==> config.mk <==
export PLATFORM = sky130hd
export DESIGN_NAME = rlff_divu
export DESIGN_NICKNAME = d
export VERILOG_FILES = /design/src/hdl/rlff_divu.sv
export SDC_FILE = /design/constraint.sdc
export NUM_CORES = 2
export LEC_CHECK = 0
export BUFFER_PORTS_ARGS = -buffer_cell sky130_fd_sc_hd__buf_2
export CAP_MARGIN = 10
export CORE_ASPECT_RATIO = 0.6
export CORE_MARGIN = 4
export CORE_UTILIZATION = 25
export DETAILED_ROUTE_END_ITERATION = 7
export SLEW_MARGIN = 25
export SYNTH_ARGS = -nofsm -noshare
export SYNTH_HDL_FRONTEND = slang
export SYNTH_SLANG_ARGS = --single-unit
==> constraint.sdc <==
create_clock -name i_clk -period 10.03 [get_ports i_clk]
set_clock_uncertainty 0.15 [all_clocks]
set_input_delay 2.006 -clock i_clk [delete_from_list [all_inputs] [get_ports i_clk]]
set_output_delay 2.006 -clock i_clk [all_outputs]
set_load 0.1 [all_outputs]
==> src/hdl/rlff_divu.sv <==
`timescale 1ns / 1ps
// rlff_divu: pipelined restoring unsigned divider, one quotient bit per stage
module rlff_divu #(
    parameter int DW = 32,
    parameter int QB = 17
) (
    input  logic          i_clk,
    input  logic          i_en,
    input  logic [DW-1:0] i_hi,
    input  logic [QB-1:0] i_lo,
    input  logic [DW-1:0] i_div,
    output logic [QB-1:0] o_quo
);

    logic [DW-1:0] r_rem [QB-1];
    logic [DW-1:0] r_div [QB-1];
    logic [QB-1:0] r_quo [QB];

    for (genvar k = 0; k < QB; k++) begin : g_stg
        logic [DW-1:0] w_rem_in;
        logic [DW-1:0] w_div_in;
        logic [QB-1:0] w_quo_in;
        logic [DW:0]   w_rem_s;
        logic [DW:0]   w_diff;
        logic          w_ge;

        if (k == 0) begin : g_first
            assign w_rem_in = i_hi;
            assign w_div_in = i_div;
            assign w_quo_in = i_lo;
        end else begin : g_next
            assign w_rem_in = r_rem[k-1];
            assign w_div_in = r_div[k-1];
            assign w_quo_in = r_quo[k-1];
        end

        // numerator bits shift out of the top while quotient bits fill the bottom
        assign w_rem_s = {w_rem_in, w_quo_in[QB-1]};
        assign w_diff  = w_rem_s - {1'b0, w_div_in};
        assign w_ge    = (w_rem_s >= {1'b0, w_div_in});

        always_ff @(posedge i_clk) begin
            if (i_en) r_quo[k] <= {w_quo_in[QB-2:0], w_ge};
        end

        if (k < QB - 1) begin : g_carry
            always_ff @(posedge i_clk) begin
                if (i_en) begin
                    r_rem[k] <= w_ge ? w_diff[DW-1:0] : w_rem_s[DW-1:0];
                    r_div[k] <= w_div_in;
                end
            end
        end
    end

    assign o_quo = r_quo[QB-1];

endmodule

==> results.toml <==
[clock_network]
clock-sinks = 1313
hold_buffers = 0
cts_tree = "yes"
clock-root-buffer = "clkbuf_16"
clk_pin_slew_ps = 60
numCtsBuffers = 152
ctsResizeCount = 0
cts-htree-levels = 4
clkLatencyLatePin_ps = 840
clk_path_buf_depth = 4
cts_setup_buffers = 0

[run_status]
status = "finished clean"

[place]
dp_hpwl_um = 162000
portBuffers = 99
dp_slack_ps = 3900
place.gp.congestion = 0.966

[timing]
maxSlewViolCount = 0
worst_pin_slew_ps = 1180
hold_viol_final = 0
slew_headroom_pct = 21.3
setup_viol = 0
fin_crit_ps = 5250
period_share_pct = 52.4
fin_tns_setup_ps = 0
grt_setup_unrepaired = "false"
fmax_ghz = 0.190
post-route-worst-setup-slack_ps = 4780

[critical_path]
crit_end = "r_rem[0][25]$_DFFE_PP_"
r2r_slack_ps = 5210
path_cells = "buf_2 -> inv_1 -> ha_1 -> nand2b_1 -> a21oi_1 -> o21ai_2 -> o41ai_2 -> a31oi_1 -> o21ai_1 -> a221oi_1 -> o21a_2 -> inv_2 -> mux2_1"
crit_start = "i_div[1]"
cp_top_family = "compound AO/OA/AOI/OAI gates"
worstSetupPathType = "in2reg"
worst_r2r_endpoint = "r_rem[1][37]$_DFFE_PP_"
r2r_start = "r_rem[1][1]$_DFFE_PP_"
crit_required_ps = 10440
critical_path_buf_inv_count = 3
end_kind = "register"
slowest_stage = "inv_2"
start_kind = "input pin"
cp.depth = 13
slowest_delay_ps = 590
cp_max_fo = 29
rr_worst_depth = 11
arrival_ps = 5670

[synth]
dominantRegCellSynth = "edfxtp_1"
synth-async-reset-ratio_pct = 0
netlist_instances = 6726
syn_nets = 7369
syn-cell-area_um2 = 75400
avgSynthCellArea_um2 = 11.2
ys_seq_area_share_pct = 52.3
synth_warnings = 0
synth-seq-cells = 1313
synth_cell_types = 93
netlist_top_cells_area = "edfxtp_1, ha_1, a21oi_1"
synth_top_area_share_pct = 52.3
synth-edff-count = 1313
yosys.area.top_type = "edfxtp_1"

[floorplanning]
die-width_um = 717
chipHeight_um = 433
coreArea_um2 = 299000
die_area_um2 = 311000
num_rows = 155
start_util_pct = 25.2
num_io_pins = 100

[finish]
fin_nets = 7458
area_growth_pct = 13.1
drive_gt1_share_pct = 6.34
fin_util_pct = 28.6

[flow_run]
maxCapViolCount = 0

[drt]
routedWlPerCell_um = 19.3
drtIter0Drc = 6042
post-route-drc-count = 0
ant_nets = 0
vias = 53100
wl_um = 211000
viasPerCell = 4.86
drtPass1Iterations = 6

[grt]
grt_overflow_total = 0
grtUsageTotal_pct = 13.2
grt_pass1_vias = 48900
grt_pass1_wl_um = 314000
grt_max_degree = 169
grt_antenna_before_repair = 15

[pwr]
pwr_density_cell_nw_per_um2 = 324
irDropWorstVdd_mv = 0.178
p_leak_nw = 34.0

[min_path]
hp-class = "reg2reg"
==> cells by family (layout without fill, tap and decap cells) <==
logic type / after synthesis / in the layout / share of synthesized area [%]
AOI/OAI and AO/OA: 1791 / 1791 / 15.1
and+or+nand+nor: 1468 / 1468 / 9.40
DFF: 1313 / 1313 / 52.3
buffers and inverters: 884 / 1083 / 4.50
adders and majority gates: 560 / 560 / 9.45
xor gates and xnor gates: 412 / 412 / 4.78
muxes: 298 / 298 / 4.52
other: 0 / 2 / 0
==> routing by layer <==
layer  vias to the layer above  part of all wire (%)  GRT usage (%)
li1                      25000                     -              -
met1                     25600                    53           22.1
met2                      2221                    33           14.9
met3                       252                    12           4.82
met4                         4                   1.7           2.58
met5                         -                 0.013              0
==> power breakdown <==
part | switching [W] | internal, W | total (W)
sequential | 0.000918 | 0.00810 | 0.00902
clock | 0.00234 | 0.00311 | 0.00545
combinational | 0.00790 | 0.00528 | 0.0132
total | 0.0112 | 0.0165 | 0.0276
==> placed cells by master, fill, tap and decap left out, types with 61 or more instances in the layout <==
cell type  count
a21o_1       299
a21oi_1      544
a31oi_1       68
and3_1        63
buf_2         99
clkbuf_16    156
edfxtp_1    1313
ha_1         544
inv_1        682
mux2_1       220
nand2_1      426
nand2b_1      72
nand3_1      124
nand4_1       98
nor2_1       352
nor2b_1       76
nor3_1        91
o21a_1        61
o21ai_0      201
o21ai_1      187
o21bai_1      70
xnor2_1      257
xor2_1       155
==> worst reg2reg max path, cell delays in order, from the launching register on <==
cell and delay, ps:
edfxtp_1 420, ha_1 430, o21a_1 150, o31a_1 200, o21ai_1 110, a21oi_1 410
o2111ai_1 410, a211oi_1 790, o21ai_1 320, o21ai_4 260, buf_4 440, mux2_1 430
==> cell type report <==
type / instances / area [µm²]
fill: 30600 / 214000
sequential: 1313 / 39400
multi-input combinational: 4529 / 32800
tap: 4003 / 5010
clock buffer: 179 / 3990
inverter: 690 / 2590
timing repair buffer: 129 / 833
clock inverter: 85 / 728
antenna: 2 / 5.00
==> per-stage QoR <==
stage,hold slack [ps],cells,cell area (µm²),power [W]
after floorplan,250,6726,75400,0.0181
after global routing,235,10900,85300,0.0295
after detailed placement,255,10700,80600,0.0219
after global placement,251,10700,80600,0.0217
final,207,10900,85300,0.0276
after CTS,233,10900,85300,0.0275
==> state kept, by name (all words and copies together), names as in the netlist <==
name / cells
r_div: 512
r_quo: 289
r_rem: 512
==> how the worst min path moves through the flow <==
| stage | from | to | slack [ps] | depth (start not counted) |
|---|---|---|---|---|
| after floorplan | r_quo[0][82]$_DFFE_PP_ | r_quo[0][100]$_DFFE_PP_ | 250 | 0 |
| after global placement | r_quo[0][227]$_DFFE_PP_ | r_quo[0][245]$_DFFE_PP_ | 250 | 0 |
| after detailed placement | r_quo[0][120]$_DFFE_PP_ | r_quo[0][138]$_DFFE_PP_ | 250 | 0 |
| after CTS | r_quo[0][258]$_DFFE_PP_ | r_quo[0][276]$_DFFE_PP_ | 230 | 0 |
| after global routing | r_quo[0][200]$_DFFE_PP_ | r_quo[0][218]$_DFFE_PP_ | 240 | 0 |
| final | r_quo[0][258]$_DFFE_PP_ | r_quo[0][276]$_DFFE_PP_ | 210 | 0 |
==> synth_stat cells (91+ instances only) <==
cell type     n
a21o_1      300
xnor2_1     257
inv_1       682
o21ai_1     188
nand4_1      98
ha_1        544
o21ai_0     201
a21oi_1     545
nand3_1     124
xor2_1      155
nand2_1     426
clkbuf_1    155
nor3_1       91
nor2_1      352
edfxtp_1   1313
mux2_1      220
No activity file was read; power rests on OpenSTA's default activity.
